<file path="src/rtl/core/lmrs_pkg.sv">
// ----------------------------------------------------------------------------
// lmrs_pkg
// Shared types and constants of the LED matrix row scanner.
// ----------------------------------------------------------------------------
`default_nettype none

package lmrs_pkg;

  localparam int MAX_FRAMES_DEF = 8;
  localparam int ROWS_DEF       = 7;

  localparam int BRIGHT_W  = 7;
  localparam int DUR_W     = 16;
  localparam int NFR_W     = 4;
  localparam int PERIOD_W  = 12;
  localparam int DUR_US_W  = 26;
  localparam int ELAPSED_W = 27;
  localparam int PROD_W    = PERIOD_W + BRIGHT_W;
  localparam int QEST_W    = PERIOD_W + 1;
  localparam int CFG_IDX_W = 2;
  localparam int CFG_DATA_W = 16;

  localparam logic [BRIGHT_W-1:0]  BRIGHT_FULL   = 7'd100;
  localparam logic [9:0]           US_PER_MS     = 10'd1000;
  localparam logic [ELAPSED_W-1:0] ELAPSED_MAX   = 27'h7FF_FFFF;

  // floor(x/100) for x below 2**19: (x*DIV100_MUL)>>DIV100_SHIFT is exact or one high
  localparam logic [12:0]          DIV100_MUL    = 13'd5243;
  localparam int                   DIV100_SHIFT  = 19;
  localparam logic [6:0]           HUNDRED       = 7'd100;

  localparam logic [BRIGHT_W-1:0]  BRIGHT_RST    = 7'd100;
  localparam logic [DUR_W-1:0]     DUR_RST       = 16'd1000;
  localparam logic [NFR_W-1:0]     NFR_RST       = 4'd5;
  localparam logic [PERIOD_W-1:0]  PERIOD_RST    = 12'd1000;

  localparam logic [1:0]           SETTLE_CYCLES = 2'd3;

  typedef enum logic [CFG_IDX_W-1:0] {
    CFG_BRIGHTNESS = 2'd0,
    CFG_DURATION   = 2'd1,
    CFG_FRAMES     = 2'd2,
    CFG_PERIOD     = 2'd3
  } cfg_idx_t;

  typedef enum logic {
    KIND_TICK = 1'b0,
    KIND_LOAD = 1'b1
  } item_kind_t;

  typedef struct packed {
    logic [PERIOD_W-1:0] on_us;
    logic [PERIOD_W-1:0] period_us;
    logic [DUR_US_W-1:0] dur_us;
    logic [NFR_W-1:0]    frames_in_use;
    logic                hold;
  } lmrs_timing_t;

endpackage

`default_nettype wire

</file>
<file path="src/rtl/core/lmrs_cfg.sv">
// ----------------------------------------------------------------------------
// lmrs_cfg
// Configuration registers and the derived row timing (on time, frame length).
// ----------------------------------------------------------------------------
`default_nettype none

module lmrs_cfg (
  input  wire                                clk,
  input  wire                                rst_n,
  input  wire                                cfg_valid,
  output logic                               cfg_ready,
  input  wire  [lmrs_pkg::CFG_IDX_W-1:0]     cfg_index,
  input  wire  [lmrs_pkg::CFG_DATA_W-1:0]    cfg_data,
  output lmrs_pkg::lmrs_timing_t             timing
);
  import lmrs_pkg::*;

  logic [BRIGHT_W-1:0] bright_r;
  logic [DUR_W-1:0]    dur_r;
  logic [NFR_W-1:0]    nfr_r;
  logic [PERIOD_W-1:0] period_r;
  logic [1:0]          settle_r;

  logic [PROD_W-1:0]   prod_r;
  logic [PROD_W-1:0]   prod_d_r;
  logic [QEST_W-1:0]   qest_r;
  logic [PERIOD_W-1:0] on_r;
  logic [DUR_US_W-1:0] dur_us_r;

  logic [BRIGHT_W-1:0] bright_sat;
  logic [31:0]         qest_full;
  logic [19:0]         qest_x100;
  logic                cfg_wr;

  assign cfg_ready = 1'b1;
  assign cfg_wr    = cfg_valid && cfg_ready;

  always_ff @(posedge clk) begin
    if (!rst_n) begin
      bright_r <= BRIGHT_RST;
      dur_r    <= DUR_RST;
      nfr_r    <= NFR_RST;
      period_r <= PERIOD_RST;
      settle_r <= SETTLE_CYCLES;
    end else begin
      if (cfg_wr) begin
        settle_r <= SETTLE_CYCLES;
        case (cfg_idx_t'(cfg_index))
          CFG_BRIGHTNESS: bright_r <= cfg_data[BRIGHT_W-1:0];
          CFG_DURATION:   dur_r    <= cfg_data[DUR_W-1:0];
          CFG_FRAMES:     nfr_r    <= cfg_data[NFR_W-1:0];
          CFG_PERIOD:     period_r <= cfg_data[PERIOD_W-1:0];
          default: ;
        endcase
      end else if (settle_r != 2'd0) begin
        settle_r <= settle_r - 2'd1;
      end
    end
  end

  assign bright_sat = (bright_r > BRIGHT_FULL) ? BRIGHT_FULL : bright_r;
  assign qest_full  = 32'(prod_r) * 32'(DIV100_MUL);
  assign qest_x100  = 20'(qest_r) * 20'(HUNDRED);

  always_ff @(posedge clk) begin
    prod_r   <= PROD_W'(period_r) * PROD_W'(bright_sat);
    dur_us_r <= DUR_US_W'(dur_r) * DUR_US_W'(US_PER_MS);
    prod_d_r <= prod_r;
    qest_r   <= QEST_W'(qest_full >> DIV100_SHIFT);
    on_r     <= (qest_x100 > 20'(prod_d_r)) ? PERIOD_W'(qest_r - QEST_W'(1))
                                            : PERIOD_W'(qest_r);
  end

  always_comb begin
    timing.on_us         = on_r;
    timing.period_us     = period_r;
    timing.dur_us        = dur_us_r;
    timing.frames_in_use = nfr_r;
    timing.hold          = (settle_r != 2'd0) || cfg_valid;
  end

endmodule

`default_nettype wire

</file>
<file path="src/rtl/core/lmrs_store.sv">
// ----------------------------------------------------------------------------
// lmrs_store
// Frame store: one write port, two registered read ports, entry zero mirrored.
// ----------------------------------------------------------------------------
`default_nettype none

module lmrs_store #(
  parameter int MAX_FRAMES = lmrs_pkg::MAX_FRAMES_DEF,
  parameter int ROWS       = lmrs_pkg::ROWS_DEF,
  parameter int DEPTH      = MAX_FRAMES * ROWS,
  parameter int AW         = (DEPTH > 1) ? $clog2(DEPTH) : 1
) (
  input  wire           clk,
  input  wire           rst_n,
  input  wire           wr_en,
  input  wire  [AW-1:0] wr_addr,
  input  wire  [7:0]    wr_data,
  input  wire  [AW-1:0] rd_addr_a,
  input  wire  [AW-1:0] rd_addr_b,
  output logic [7:0]    rd_data_a,
  output logic [7:0]    rd_data_b,
  output logic [7:0]    rd_data_zero
);
  import lmrs_pkg::*;

  logic [7:0]       mem [DEPTH];
  logic [DEPTH-1:0] valid_r;
  logic [7:0]       mem_a_r;
  logic [7:0]       mem_b_r;
  logic [7:0]       wd_r;
  logic             byp_a_r;
  logic             byp_b_r;
  logic             vld_a_r;
  logic             vld_b_r;
  logic [7:0]       zero_r;

  always_ff @(posedge clk) begin
    if (wr_en) begin
      mem[wr_addr] <= wr_data;
    end
    mem_a_r <= mem[rd_addr_a];
    mem_b_r <= mem[rd_addr_b];
    wd_r    <= wr_data;
  end

  always_ff @(posedge clk) begin
    if (!rst_n) begin
      valid_r <= '0;
      byp_a_r <= 1'b0;
      byp_b_r <= 1'b0;
      vld_a_r <= 1'b0;
      vld_b_r <= 1'b0;
      zero_r  <= 8'd0;
    end else begin
      if (wr_en) begin
        valid_r[wr_addr] <= 1'b1;
      end
      if (wr_en && (wr_addr == AW'(0))) begin
        zero_r <= wr_data;
      end
      byp_a_r <= wr_en && (wr_addr == rd_addr_a);
      byp_b_r <= wr_en && (wr_addr == rd_addr_b);
      vld_a_r <= valid_r[rd_addr_a];
      vld_b_r <= valid_r[rd_addr_b];
    end
  end

  assign rd_data_a    = byp_a_r ? wd_r : (vld_a_r ? mem_a_r : 8'd0);
  assign rd_data_b    = byp_b_r ? wd_r : (vld_b_r ? mem_b_r : 8'd0);
  assign rd_data_zero = zero_r;

endmodule

`default_nettype wire

</file>
<file path="src/rtl/core/lmrs_scan.sv">
// ----------------------------------------------------------------------------
// lmrs_scan
// Row and frame sequencer with the result register.
// ----------------------------------------------------------------------------
`default_nettype none

module lmrs_scan #(
  parameter int MAX_FRAMES = lmrs_pkg::MAX_FRAMES_DEF,
  parameter int ROWS       = lmrs_pkg::ROWS_DEF,
  parameter int DEPTH      = MAX_FRAMES * ROWS,
  parameter int AW         = (DEPTH > 1) ? $clog2(DEPTH) : 1,
  parameter int FW         = (MAX_FRAMES > 1) ? $clog2(MAX_FRAMES) : 1,
  parameter int RW         = (ROWS > 1) ? $clog2(ROWS) : 1
) (
  input  wire                          clk,
  input  wire                          rst_n,
  input  wire                          in_valid,
  output logic                         in_stall,
  input  wire                          in_kind,
  input  wire  [2:0]                   in_load_frame,
  input  wire  [2:0]                   in_load_row,
  input  wire  [7:0]                   in_row_bits,
  output logic                         out_valid,
  input  wire                          out_stall,
  output logic [7:0]                   out_row_drive,
  output logic [7:0]                   out_column_drive,
  output logic [2:0]                   out_frame_shown,
  input  lmrs_pkg::lmrs_timing_t       timing,
  output logic                         wr_en,
  output logic [AW-1:0]                wr_addr,
  output logic [7:0]                   wr_data,
  output logic [AW-1:0]                rd_addr_a,
  output logic [AW-1:0]                rd_addr_b,
  input  wire  [7:0]                   rd_data_a,
  input  wire  [7:0]                   rd_data_b,
  input  wire  [7:0]                   rd_data_zero
);
  import lmrs_pkg::*;

  logic [PERIOD_W-1:0]  slot_r,    slot_nxt;
  logic [RW-1:0]        row_r,     row_nxt;
  logic [FW-1:0]        frame_r,   frame_nxt;
  logic [ELAPSED_W-1:0] elapsed_r, elapsed_nxt;
  logic                 out_valid_r, out_valid_nxt;
  logic [7:0]           out_row_r;
  logic [7:0]           out_col_r;
  logic [2:0]           out_frame_r;

  logic                 accept;
  logic                 is_tick;
  logic                 is_load;
  logic [AW-1:0]        cur_addr;
  logic [FW:0]          n_frames;
  logic [FW:0]          frame_inc;
  logic                 advance;
  logic                 wrap;
  logic [FW-1:0]        frame_new;
  logic [FW:0]          frame_new_inc;
  logic [7:0]           byte_sel;
  logic [7:0]           byte_now;
  logic                 lit;
  logic [7:0]           row_drive;
  logic [7:0]           col_drive;
  logic [PERIOD_W-1:0]  slot_len;
  logic [PERIOD_W:0]    slot_inc;
  logic [RW:0]          row_inc;
  logic [ELAPSED_W-1:0] elapsed_base;

  assign in_stall = (out_valid_r && out_stall) || timing.hold;
  assign accept   = in_valid && !in_stall;
  assign is_tick  = accept && (item_kind_t'(in_kind) == KIND_TICK);
  assign is_load  = accept && (item_kind_t'(in_kind) == KIND_LOAD);

  assign wr_en   = is_load && (int'(in_load_frame) < MAX_FRAMES) && (int'(in_load_row) < ROWS);
  assign wr_addr = AW'(int'(in_load_frame) * ROWS + int'(in_load_row));
  assign wr_data = in_row_bits;

  assign cur_addr = AW'(int'(frame_r) * ROWS + int'(row_r));

  always_comb begin
    if (timing.frames_in_use == NFR_W'(0)) begin
      n_frames = (FW+1)'(1);
    end else if (int'(timing.frames_in_use) > MAX_FRAMES) begin
      n_frames = (FW+1)'(MAX_FRAMES);
    end else begin
      n_frames = (FW+1)'(timing.frames_in_use);
    end
  end

  assign frame_inc = {1'b0, frame_r} + (FW+1)'(1);
  assign wrap      = frame_inc >= n_frames;
  assign advance   = is_tick && (row_r == RW'(0)) && (slot_r == PERIOD_W'(0)) &&
                     (elapsed_r >= ELAPSED_W'(timing.dur_us));
  assign frame_new = advance ? (wrap ? FW'(0) : frame_inc[FW-1:0]) : frame_r;

  always_comb begin
    if (advance) begin
      byte_sel = wrap ? rd_data_zero : rd_data_b;
    end else begin
      byte_sel = rd_data_a;
    end
    byte_now = (wr_en && (wr_addr == cur_addr)) ? wr_data : byte_sel;
  end

  assign lit       = (timing.on_us != PERIOD_W'(0)) && (byte_now != 8'd0) &&
                     (slot_r < timing.on_us);
  assign row_drive = lit ? (8'h80 >> row_r) : 8'd0;
  assign col_drive = lit ? byte_now : 8'd0;

  always_comb begin
    if ((timing.on_us != PERIOD_W'(0)) && (byte_now != 8'd0)) begin
      slot_len = timing.period_us;
    end else begin
      slot_len = timing.period_us - timing.on_us;
    end
    if (slot_len == PERIOD_W'(0)) begin
      slot_len = PERIOD_W'(1);
    end
  end

  assign slot_inc     = {1'b0, slot_r} + (PERIOD_W+1)'(1);
  assign row_inc      = {1'b0, row_r} + (RW+1)'(1);
  assign elapsed_base = advance ? ELAPSED_W'(0) : elapsed_r;

  always_comb begin
    slot_nxt    = slot_r;
    row_nxt     = row_r;
    frame_nxt   = frame_r;
    elapsed_nxt = elapsed_r;
    if (is_tick) begin
      frame_nxt   = frame_new;
      elapsed_nxt = (elapsed_base < ELAPSED_MAX) ? elapsed_base + ELAPSED_W'(1)
                                                 : elapsed_base;
      if (slot_inc >= {1'b0, slot_len}) begin
        slot_nxt = PERIOD_W'(0);
        row_nxt  = (row_inc >= (RW+1)'(ROWS)) ? RW'(0) : row_inc[RW-1:0];
      end else begin
        slot_nxt = slot_inc[PERIOD_W-1:0];
      end
    end
  end

  assign frame_new_inc = {1'b0, frame_nxt} + (FW+1)'(1);
  assign rd_addr_a     = AW'(int'(frame_nxt) * ROWS + int'(row_nxt));
  assign rd_addr_b     = (int'(frame_new_inc) < MAX_FRAMES) ?
                         AW'(int'(frame_new_inc) * ROWS) : AW'(0);

  always_comb begin
    out_valid_nxt = out_valid_r;
    if (accept) begin
      out_valid_nxt = 1'b1;
    end else if (!out_stall) begin
      out_valid_nxt = 1'b0;
    end
  end

  always_ff @(posedge clk) begin
    if (!rst_n) begin
      slot_r      <= '0;
      row_r       <= '0;
      frame_r     <= '0;
      elapsed_r   <= '0;
      out_valid_r <= 1'b0;
    end else begin
      slot_r      <= slot_nxt;
      row_r       <= row_nxt;
      frame_r     <= frame_nxt;
      elapsed_r   <= elapsed_nxt;
      out_valid_r <= out_valid_nxt;
    end
  end

  always_ff @(posedge clk) begin
    if (accept) begin
      out_row_r   <= row_drive;
      out_col_r   <= col_drive;
      out_frame_r <= 3'(frame_new);
    end
  end

  assign out_valid        = out_valid_r;
  assign out_row_drive    = out_row_r;
  assign out_column_drive = out_col_r;
  assign out_frame_shown  = out_frame_r;

  a_row_in_range: assert property (@(posedge clk) disable iff (!rst_n)
    int'(row_r) < ROWS)
    else $error("row index beyond matrix");

  a_frame_in_range: assert property (@(posedge clk) disable iff (!rst_n)
    int'(frame_r) < MAX_FRAMES)
    else $error("frame index beyond store");

  a_row_onehot: assert property (@(posedge clk) disable iff (!rst_n)
    out_valid_r |-> $onehot0(out_row_r))
    else $error("row drive not one-hot");

  a_blank_cols: assert property (@(posedge clk) disable iff (!rst_n)
    (out_valid_r && (out_row_r == 8'd0)) |-> (out_col_r == 8'd0))
    else $error("columns driven on a blank row");

  a_slot_restart: assert property (@(posedge clk) disable iff (!rst_n)
    (is_tick && (row_nxt != row_r)) |=> (slot_r == PERIOD_W'(0)))
    else $error("row advanced without slot restart");

endmodule

`default_nettype wire

</file>
<file path="src/rtl/core/led_matrix_row_scanner_top.sv">
// ----------------------------------------------------------------------------
// led_matrix_row_scanner_top
// Row-multiplexed LED matrix driver with PWM brightness and a frame store.
//
// Input channel (in_valid/in_stall): each item is a one-microsecond tick or
// a load of one column byte into the frame store. Every accepted item yields
// exactly one result on the output channel (out_valid/out_stall) carrying
// the row select byte, the column byte and the frame index shown.
// out_valid rises in the cycle after the input transfer; one item is taken
// every cycle while in_stall is low, set by the single register stage of
// the sequencer and the registered read of the frame store.
// A full result register lets the next item in while out_stall is low; while
// out_stall holds a waiting result, in_stall rises and the result holds.
// The configuration port writes one register per transfer (cfg_ready is
// always high); the on time and frame length are recomputed in a three-stage
// pipeline, so in_stall stays high during a write and while the settle
// counter runs down after it and after reset. Reset clears the sequencer and
// the frame store valid bits and sets the registers to their default values.
// ----------------------------------------------------------------------------
`default_nettype none

module led_matrix_row_scanner_top #(
  parameter int MAX_FRAMES = lmrs_pkg::MAX_FRAMES_DEF,
  parameter int ROWS       = lmrs_pkg::ROWS_DEF
) (
  input  wire                              clk,
  input  wire                              rst_n,
  input  wire                              in_valid,
  output logic                             in_stall,
  input  wire                              in_kind,
  input  wire  [2:0]                       in_load_frame,
  input  wire  [2:0]                       in_load_row,
  input  wire  [7:0]                       in_row_bits,
  output logic                             out_valid,
  input  wire                              out_stall,
  output logic [7:0]                       out_row_drive,
  output logic [7:0]                       out_column_drive,
  output logic [2:0]                       out_frame_shown,
  input  wire                              cfg_valid,
  output logic                             cfg_ready,
  input  wire  [lmrs_pkg::CFG_IDX_W-1:0]   cfg_index,
  input  wire  [lmrs_pkg::CFG_DATA_W-1:0]  cfg_data
);
  import lmrs_pkg::*;

  localparam int DEPTH = MAX_FRAMES * ROWS;
  localparam int AW    = (DEPTH > 1) ? $clog2(DEPTH) : 1;

  lmrs_timing_t  timing;
  logic          wr_en;
  logic [AW-1:0] wr_addr;
  logic [7:0]    wr_data;
  logic [AW-1:0] rd_addr_a;
  logic [AW-1:0] rd_addr_b;
  logic [7:0]    rd_data_a;
  logic [7:0]    rd_data_b;
  logic [7:0]    rd_data_zero;

  lmrs_cfg u_cfg (
    .clk       (clk),
    .rst_n     (rst_n),
    .cfg_valid (cfg_valid),
    .cfg_ready (cfg_ready),
    .cfg_index (cfg_index),
    .cfg_data  (cfg_data),
    .timing    (timing)
  );

  lmrs_store #(
    .MAX_FRAMES (MAX_FRAMES),
    .ROWS       (ROWS)
  ) u_store (
    .clk          (clk),
    .rst_n        (rst_n),
    .wr_en        (wr_en),
    .wr_addr      (wr_addr),
    .wr_data      (wr_data),
    .rd_addr_a    (rd_addr_a),
    .rd_addr_b    (rd_addr_b),
    .rd_data_a    (rd_data_a),
    .rd_data_b    (rd_data_b),
    .rd_data_zero (rd_data_zero)
  );

  lmrs_scan #(
    .MAX_FRAMES (MAX_FRAMES),
    .ROWS       (ROWS)
  ) u_scan (
    .clk              (clk),
    .rst_n            (rst_n),
    .in_valid         (in_valid),
    .in_stall         (in_stall),
    .in_kind          (in_kind),
    .in_load_frame    (in_load_frame),
    .in_load_row      (in_load_row),
    .in_row_bits      (in_row_bits),
    .out_valid        (out_valid),
    .out_stall        (out_stall),
    .out_row_drive    (out_row_drive),
    .out_column_drive (out_column_drive),
    .out_frame_shown  (out_frame_shown),
    .timing           (timing),
    .wr_en            (wr_en),
    .wr_addr          (wr_addr),
    .wr_data          (wr_data),
    .rd_addr_a        (rd_addr_a),
    .rd_addr_b        (rd_addr_b),
    .rd_data_a        (rd_data_a),
    .rd_data_b        (rd_data_b),
    .rd_data_zero     (rd_data_zero)
  );

endmodule

`default_nettype wire

</file>
<file path="config.mk">
export PLATFORM = sky130hd
export DESIGN_NAME = led_matrix_row_scanner_top
export DESIGN_NICKNAME = d
export VERILOG_FILES = /design/src/rtl/core/lmrs_pkg.sv /design/src/rtl/core/lmrs_cfg.sv /design/src/rtl/core/lmrs_store.sv /design/src/rtl/core/lmrs_scan.sv /design/src/rtl/core/led_matrix_row_scanner_top.sv
export SDC_FILE = /design/constraint.sdc
export NUM_CORES = 2
export LEC_CHECK = 0
export ABC_AREA = 1
export BUFFER_PORTS_ARGS = -buffer_cell sky130_fd_sc_hd__buf_2
export CAP_MARGIN = 20
export CORE_ASPECT_RATIO = 1.75
export CORE_MARGIN = 1
export CORE_UTILIZATION = 60
export DETAILED_ROUTE_END_ITERATION = 12
export PLACE_DENSITY = 0.76
export SETUP_SLACK_MARGIN = 0.2
export SYNTH_ARGS = -nofsm -noshare
export SYNTH_HDL_FRONTEND = slang
export SYNTH_SLANG_ARGS = --single-unit
</file>
<file path="constraint.sdc">
create_clock -name clk -period 12.75 [get_ports clk]
set_clock_uncertainty 0.15 [all_clocks]
set_input_delay 1.9125 -clock clk [delete_from_list [all_inputs] [get_ports clk]]
set_output_delay 1.9125 -clock clk [all_outputs]
set_load 0.02 [all_outputs]
</file>
## After elaboration in Yosys (flattened, before gate mapping)

Memories as Yosys holds them, arrays and structs flattened. A register that Yosys moved wholly into a read port is not among the register bits.
Index checks and enable logic that the tools add are counted.

| word-level totals | value |
|---|---|
| register bits after elaboration | 268 |
| bits in latches | 0 |
| bits in writable memories | 448 |
| memory bits (read-only) | 0 |
| input bits | 38 |
| output and inout bits | 22 |
| word-level logic and storage cells | 136 |
| memories | 1 |

Memory list:

| name | depth | width | read ports | clocked after memory_dff | write ports | RTL line | RTL |
|---|---|---|---|---|---|---|---|
| u_store.mem | 56 | 8 | 2 | 2 | 1 | lmrs_store.sv:26 | `logic [7:0] mem [DEPTH];` |

| operators by class | value |
|---|---|
| add/subtract/negate cells | 11 |
| multiply operators | 8 |
| divide/modulo/power cells | 0 |
| order comparisons | 15 |
| equal/unequal tests | 7 |
| shift operators | 1 |
| muxes and demuxes | 33 |
| bitwise logic cells | 3 |
| reductions and logical operators | 32 |

Operator list:

| operator | count |
|---|---|
| 8-bit 2-to-1 mux | 7 |
| 56-bit OR | 1 |
| 27-bit 2-to-1 mux | 2 |
| 12-bit 2-to-1 mux | 4 |
| 19-bit by 13-bit multiplier with 32-bit output, second input constant | 1 |
| 27-bit by 1-bit adder with 27-bit output, second input constant | 1 |
| 27-bit by 26-bit >= comparator with 1-bit output | 1 |
| 27-bit less-than comparator, second input constant | 1 |
| 12-bit logical NOT | 2 |
| 16-bit by 7-bit multiplier with 23-bit output, second input constant | 1 |
| 6-bit by 7-bit less-than comparator with 1-bit output, second input constant | 3 |
| 20-bit by 19-bit greater-than comparator with 1-bit output | 1 |
| 12-bit by 7-bit multiplier with 19-bit output | 1 |
| 6-bit by 4-bit adder with 6-bit output | 3 |
| 6-bit equality test | 3 |
| 13-bit by 5-bit multiplier with 18-bit output, second input constant | 1 |
| 3-bit by 3-bit multiplier with 6-bit output, second input constant | 3 |
| 3-bit 2-to-1 mux | 6 |
| 1-bit logical AND | 15 |
| 12-bit by 1-bit adder with 13-bit output, second input constant | 1 |
| 13-bit by 12-bit >= comparator with 1-bit output | 1 |
| 3-bit by 1-bit adder with 4-bit output, second input constant | 3 |
| 1-bit binary-select mux with 6-bit select | 2 |
| 12-bit less-than comparator | 1 |
| other kinds (32) | 45 |

## Depth between registers and ports, before layout

| depth | value |
|---|---|
| word-level depth | 22 |
| gate-level depth with buffers | 50 |
| gate-level depth less buffers | 46 |

## Hierarchy

Synthesis repeated with hierarchy kept, for this count alone.

| unflattened totals | value |
|---|---|
| cells, all modules | 5,940 |
| area total of the unflattened synthesis | 49,500.0 sq um |

Modules (own cells, without submodules):

| module | times used | cells each | area each (sq um) | seq. area each (sq um) |
|---|---|---|---|---|
| lmrs_store | 1 | 3,128 | 26,858.3 | 15,294.7 |
| lmrs_cfg | 1 | 1,760 | 15,391.0 | 2,542.4 |
| lmrs_scan | 1 | 1,052 | 7,250.7 | 1,491.4 |

## Worst setup path before layout

Ideal clock, no wire load.

| timing path | value |
|---|---|
| path kind | input -> register |
| from | input port in_load_frame[0] |
| to | register u_store.mem_a_r[4], read port of u_store.mem |
| library setup time | 0.114 ns |
| data arrival time | 8.895 ns |
| data required time | 12.486 ns |
| path slack | 3.590 ns |
| stages | 40 |
| buffers on the path | 4 |
| cell sequence | fa_1 > fa_1 > fa_1 > xnor2_1 > nand2_1 > nand2_1 > nand3_1 > nor2_1 > nand3_2 > or2_0 > nand2_1 > nand2_1 > nor2_1 > nand2_1 > buf_2 > nand3_1 > nand2_1 > nand2_1 > [4 not listed] > nand4_1 > or4_1 > nand3_1 > nand2_1 > inv_1 > o21ai_0 > a21oi_1 > fa_1 > fa_1 > clkbuf_1 > inv_1 > clkbuf_1 > clkbuf_1 > o221ai_1 > nand3_1 > nand3_1 > nand3_1 > nand2_1 |

| on the way | value |
|---|---|
| longest elaborated chain between the ends | 14 |

Ends and longest elaborated chain:

| item | RTL line | RTL |
|---|---|---|
| start, declared | led_matrix_row_scanner_top.sv:31 | `input wire [2:0] in_load_frame,` |
| 3-bit by 3-bit multiplier with 6-bit output (*) | lmrs_scan.sv:75 | `assign wr_addr = AW'(int'(in_load_frame) * ROWS + int'(in_load_row));` |
| 6-bit by 4-bit adder with 6-bit output (*) | lmrs_scan.sv:75 |  |
| 6-bit equality test (*) | lmrs_scan.sv:102 | `byte_now = (wr_en && (wr_addr == cur_addr)) ? wr_data : byte_sel;` |
| 1-bit logical AND (*) | lmrs_scan.sv:102 |  |
| 8-bit 2-to-1 mux (*) | lmrs_scan.sv:102 |  |
| 8-bit nonzero test (*) | lmrs_scan.sv:111 | `if ((timing.on_us != PERIOD_W'(0)) && (byte_now != 8'd0)) begin` |
| 1-bit logical AND (*) | lmrs_scan.sv:111 |  |
| 12-bit 2-to-1 mux (*) | lmrs_scan.sv:111 |  |
| 12-bit logical NOT | lmrs_scan.sv:116 | `if (slot_len == PERIOD_W'(0)) begin` |
| 12-bit 2-to-1 mux (*) | lmrs_scan.sv:116 |  |
| 13-bit by 12-bit >= comparator with 1-bit output (*) | lmrs_scan.sv:134 | `if (slot_inc >= {1'b0, slot_len}) begin` |
| 3-bit 2-to-1 mux (*) | lmrs_scan.sv:134 |  |
| 3-bit 2-to-1 mux (*) | lmrs_scan.sv:130 | `if (is_tick) begin` |
| 6-bit by 4-bit adder with 6-bit output (*) | lmrs_scan.sv:144 | `assign rd_addr_a = AW'(int'(frame_nxt) * ROWS + int'(row_nxt));` |
| end, declared | lmrs_store.sv:28 | `logic [7:0] mem_a_r;` |

Every way passes the cells marked *; elsewhere a longest branch is shown, timed or not.
A chain may end at the register's enable or synchronous reset.

## Worst setup path after layout

| timing path | value |
|---|---|
| from | input port in_load_frame[0] |
| to | register u_store.mem_a_r[1], read port of u_store.mem |

| on the way | value |
|---|---|
| longest elaborated chain between the ends | 14 |

Ends and longest elaborated chain:

| item | RTL line | RTL |
|---|---|---|
| 3-bit by 3-bit multiplier with 6-bit output (*) | lmrs_scan.sv:75 |  |
| 6-bit by 4-bit adder with 6-bit output (*) | lmrs_scan.sv:75 |  |
| 6-bit equality test (*) | lmrs_scan.sv:102 |  |
| 1-bit logical AND (*) | lmrs_scan.sv:102 |  |
| 8-bit 2-to-1 mux (*) | lmrs_scan.sv:102 |  |
| 8-bit nonzero test (*) | lmrs_scan.sv:111 |  |
| 1-bit logical AND (*) | lmrs_scan.sv:111 |  |
| 12-bit 2-to-1 mux (*) | lmrs_scan.sv:111 |  |
| 12-bit logical NOT | lmrs_scan.sv:116 |  |
| 12-bit 2-to-1 mux (*) | lmrs_scan.sv:116 |  |
| 13-bit by 12-bit >= comparator with 1-bit output (*) | lmrs_scan.sv:134 |  |
| 3-bit 2-to-1 mux (*) | lmrs_scan.sv:134 |  |
| 3-bit 2-to-1 mux (*) | lmrs_scan.sv:130 |  |
| named net u_scan.row_nxt[0] | lmrs_scan.sv:41 | `logic [RW-1:0] row_r, row_nxt;` |
| 6-bit by 4-bit adder with 6-bit output (*) | lmrs_scan.sv:144 |  |

Mark *: on every way through the listed nets, which the timed path passes. The rest lies on a longest branch.

==> run_results.csv <==
group,metric,value,unit
power,ir_drop,0.001211,V
routing,vias,40636,
power,total_power,0.01521,W
worst_setup_path,crit_arrival,11120,ps
yosys,synth-edff-count,467,
worst_setup_path,r2r_slack,3100,ps
yosys,ys_ff_latch,732,
global_routing,antenna_found_initial,2,
yosys,synth.top_cells.by_count,"nand2_1, inv_1, nor2_1, o21ai_0, edfxtp_1",
hold_path,min_path_type,"flop to flop",
cts,cts_tree,"done",
yosys,yosysTopAreaCellShare,29.12,%
power,p_per_area,294.5,nW/um^2
yosys,yosys_most_used_dff,"edfxtp_1",
cts,cts_resized,0,
global_routing,grt_max_degree,121,
yosys,syn_inst,5615,
sta,fmax,0.09399,GHz
hold_path,hp-start,"u_cfg.prod_r[1]$_DFF_P_",
worst_setup_path,crit_top_cell,"nand2_1",
hold_path,whs_endpoint,"u_cfg.prod_d_r[1]$_DFF_P_",
worst_setup_path,reg2reg_from,"u_scan.frame_r[2]$_SDFF_PN0_",
worst_setup_path,cp-end-kind,"flop",
final_layout,multi_input_area,25120,um^2
global_routing,use_met2,61.96,%
die,die_area,81450,um^2
sta,period_minus_slack,10640,ps
sta,rsz0062_at_grt,"no",
sta,setup_violations,0,
cts,insertion_delay,700,ps
placed_design,dp_hpwl,98770,um
global_routing,grt_pass1_vias,40601,
final_layout,fin_util,64.94,%
cts,cts_inserted_buffers,72,
routing,drt_first_iter_violations,4529,
routing,drt_wl_total,144900,um
sta,final_max_slew_viol_count,0,
outcome,status,"completed",
routing,wire_per_inst,21.81,um
die,core_area,79540,um^2
die,ioPinCount,60,
worst_setup_path,required,13230,ps
sta,worst_pin_slew,1188,ps
placed_design,dpl_cell_area,49130,um^2
yosys,synth_top_family_by_area,"adder cells",
final_layout,regArea,19330,um^2
routing,drc_errors,0,
final_layout,area_growth,7.240,%
yosys,ys_types,61,
die,die_w,216.2,um
worst_setup_path,start_kind,"input port",
cts,holdBufCountCts,0,
cts,clk_pin_slew_worst_paths,70,ps
sta,hold_viol,0,
cts,cts_setup_buffers,0,
yosys,synth_fp_nets,6256,
yosys,synth-xor-area-share,2.091,%
global_routing,grt_use_met3,7.328,%
cts,ctsLongestPathBuffers,3,
final_layout,fillers,6556,
final_layout,final_area,51650,um^2
cts,cts_num_sinks,732,
sta,min_period_over_period,83.45,%
routing,drtAntennaViolNets,0,
yosys,synth_most_common_cell,"nand2_1",
die,die_h,376.8,um
placed_design,numPortBuffers,58,
routing,vias_per_cell,6.116,
worst_setup_path,cp_max_fo,118,
sta,whs,323.1,ps
job,maxCapViolCount,0,
yosys,synthMuxAreaShare,0,%
yosys,synth_simple_gate_area_share,17.97,%
global_routing,overflow,0,
global_routing,use_met1,38.06,%
die,rows,137,
sta,relSlewSlack,20.48,%
yosys,yosys-top-cells-area,"edfxtp_1, dfxtp_1, ha_1, fa_1, nand2_1",
worst_setup_path,path_class,"input port to flop",
final_layout,finalNetCount,6181,
yosys,syn_avg_cell_area,8.577,um^2
global_routing,top_usage_layer,"met2",
placed_design,gp_congestion,0.9676,
yosys,synth_fa_ha_area_share,19.09,%
cts,cts_max_level,3,
worst_setup_path,r2r_end,"u_store.mem_a_r[1]$_DFF_P_",
worst_setup_path,crit_path_top_delay_cell,"inv_6",
die,initial_core_util,60.55,%
cts,cts-root-buf,"clkbuf_16",
sta,fin_setup_tns,0,ps
yosys,async_reset_ff_share,0,%
yosys,synth_compound_area_share,12.87,%
global_routing,grt_use_total,35.86,%
routing,first_pass_iters,7,
yosys,yosysSeqAreaShare,40.13,%
global_routing,grt_first_pass_wirelength,223300,um
hold_path,whs_path_depth,0,
yosys,ys_warn_count,0,
yosys,syn-cell-area,48160,um^2
worst_setup_path,max_stage_delay,720,ps
yosys,synth_top_cell_by_area,"edfxtp_1",
worst_setup_path,reg2reg_depth,39,
final_layout,drive_gt1_share,4.946,%
power,p_leak,22.37,nW
-- how the worst max path moves through the flow --
stage,end,startpoint
floorplan,u_store.mem_a_r[4]$_DFF_P_,in_load_frame[0]
global placement,u_store.mem_a_r[0]$_DFF_P_,in_load_frame[0]
detailed placement,u_store.mem_a_r[3]$_DFF_P_,in_load_frame[0]
CTS,u_store.mem_a_r[3]$_DFF_P_,in_load_frame[0]
global route,u_store.mem_a_r[1]$_DFF_P_,in_load_frame[0]
finish,u_store.mem_a_r[1]$_DFF_P_,in_load_frame[0]
-- report_power, final --
group	switching, W	internal, W
combinational	0.00609	0.00399
sequential	0.000164	0.00275
clock	0.00100	0.00122
total	0.00726	0.00795
-- placed cells by master, fill, tap and decap left out, types with 49 or more instances in the layout --
cell type and count:
xor2_1 71, inv_1 687, ha_1 381, o211ai_1 128, dfxtp_1 265, a21oi_1 303, clkbuf_16 73, o21ai_0 546
buf_2 58, o221ai_1 49, nor2_1 592, fa_1 219, nand3_1 385, nand2_1 1000, edfxtp_1 467
-- layer usage --
layer | part of all wire, % | wire length (um)
met3 | 8.5 | 12320
met1 | 33 | 48320
met5 | 0.0076 | 11
met2 | 49 | 71430
met4 | 8.9 | 12830
-- cell type report --
type	count	area share (%)
diodes	2	0.009690
clock buffers	97	3.983
clock inverters	37	0.7389
inverters	706	5.153
multi-input cells	3915	48.64
flip-flops and latches	732	37.42
well taps	1042	2.524
repair buffers	113	1.531
-- cell families after synthesis --
group           after synthesis
fa+ha+maj                   603
other cells                   1
buf+inv                     968
compound gates             1104
simple gates               2092
flops                       732
xor+xnor                    115
-- critical path: cells and delay by family --
kind / cells / cell delay [ps]
XOR/XNOR: 1 / 450
AO/OA/AOI/OAI: 6 / 1470
buffers and inverters: 4 / 1350
AND/OR/NAND/NOR: 22 / 3540
adder cells (fa/ha/maj): 5 / 2290
-- flip-flops by register name (all words and copies together), names as in the netlist, 7 cells and up --
| name | flops |
|---|---|
| u_store.mem_b_r | 8 |
| u_cfg.dur_us_r | 23 |
| u_store.mem_a_r | 8 |
| u_cfg.prod_d_r | 19 |
| u_cfg.bright_r | 7 |
| u_cfg.prod_r | 19 |
| u_scan.elapsed_r | 27 |
| u_cfg.on_r | 12 |
| u_cfg.dur_r | 16 |
| u_store.valid_r | 56 |
| u_store.mem | 448 |
| u_cfg.qest_r | 13 |
| u_scan.out_column_drive | 8 |
| u_store.rd_data_zero | 8 |
| u_scan.out_row_drive | 8 |
| u_store.wd_r | 8 |
| u_cfg.period_r | 12 |
| u_scan.slot_r | 12 |
-- through the flow --
step / setup WS [ps] / instances
finish: 2111 / 6644
floorplan: 3590 / 5615
CTS: 2393 / 6634
detailed placement: 1726 / 6500
global placement: 1688 / 6496
global route: 1620 / 6642
(Power assumes the default switching activity.)
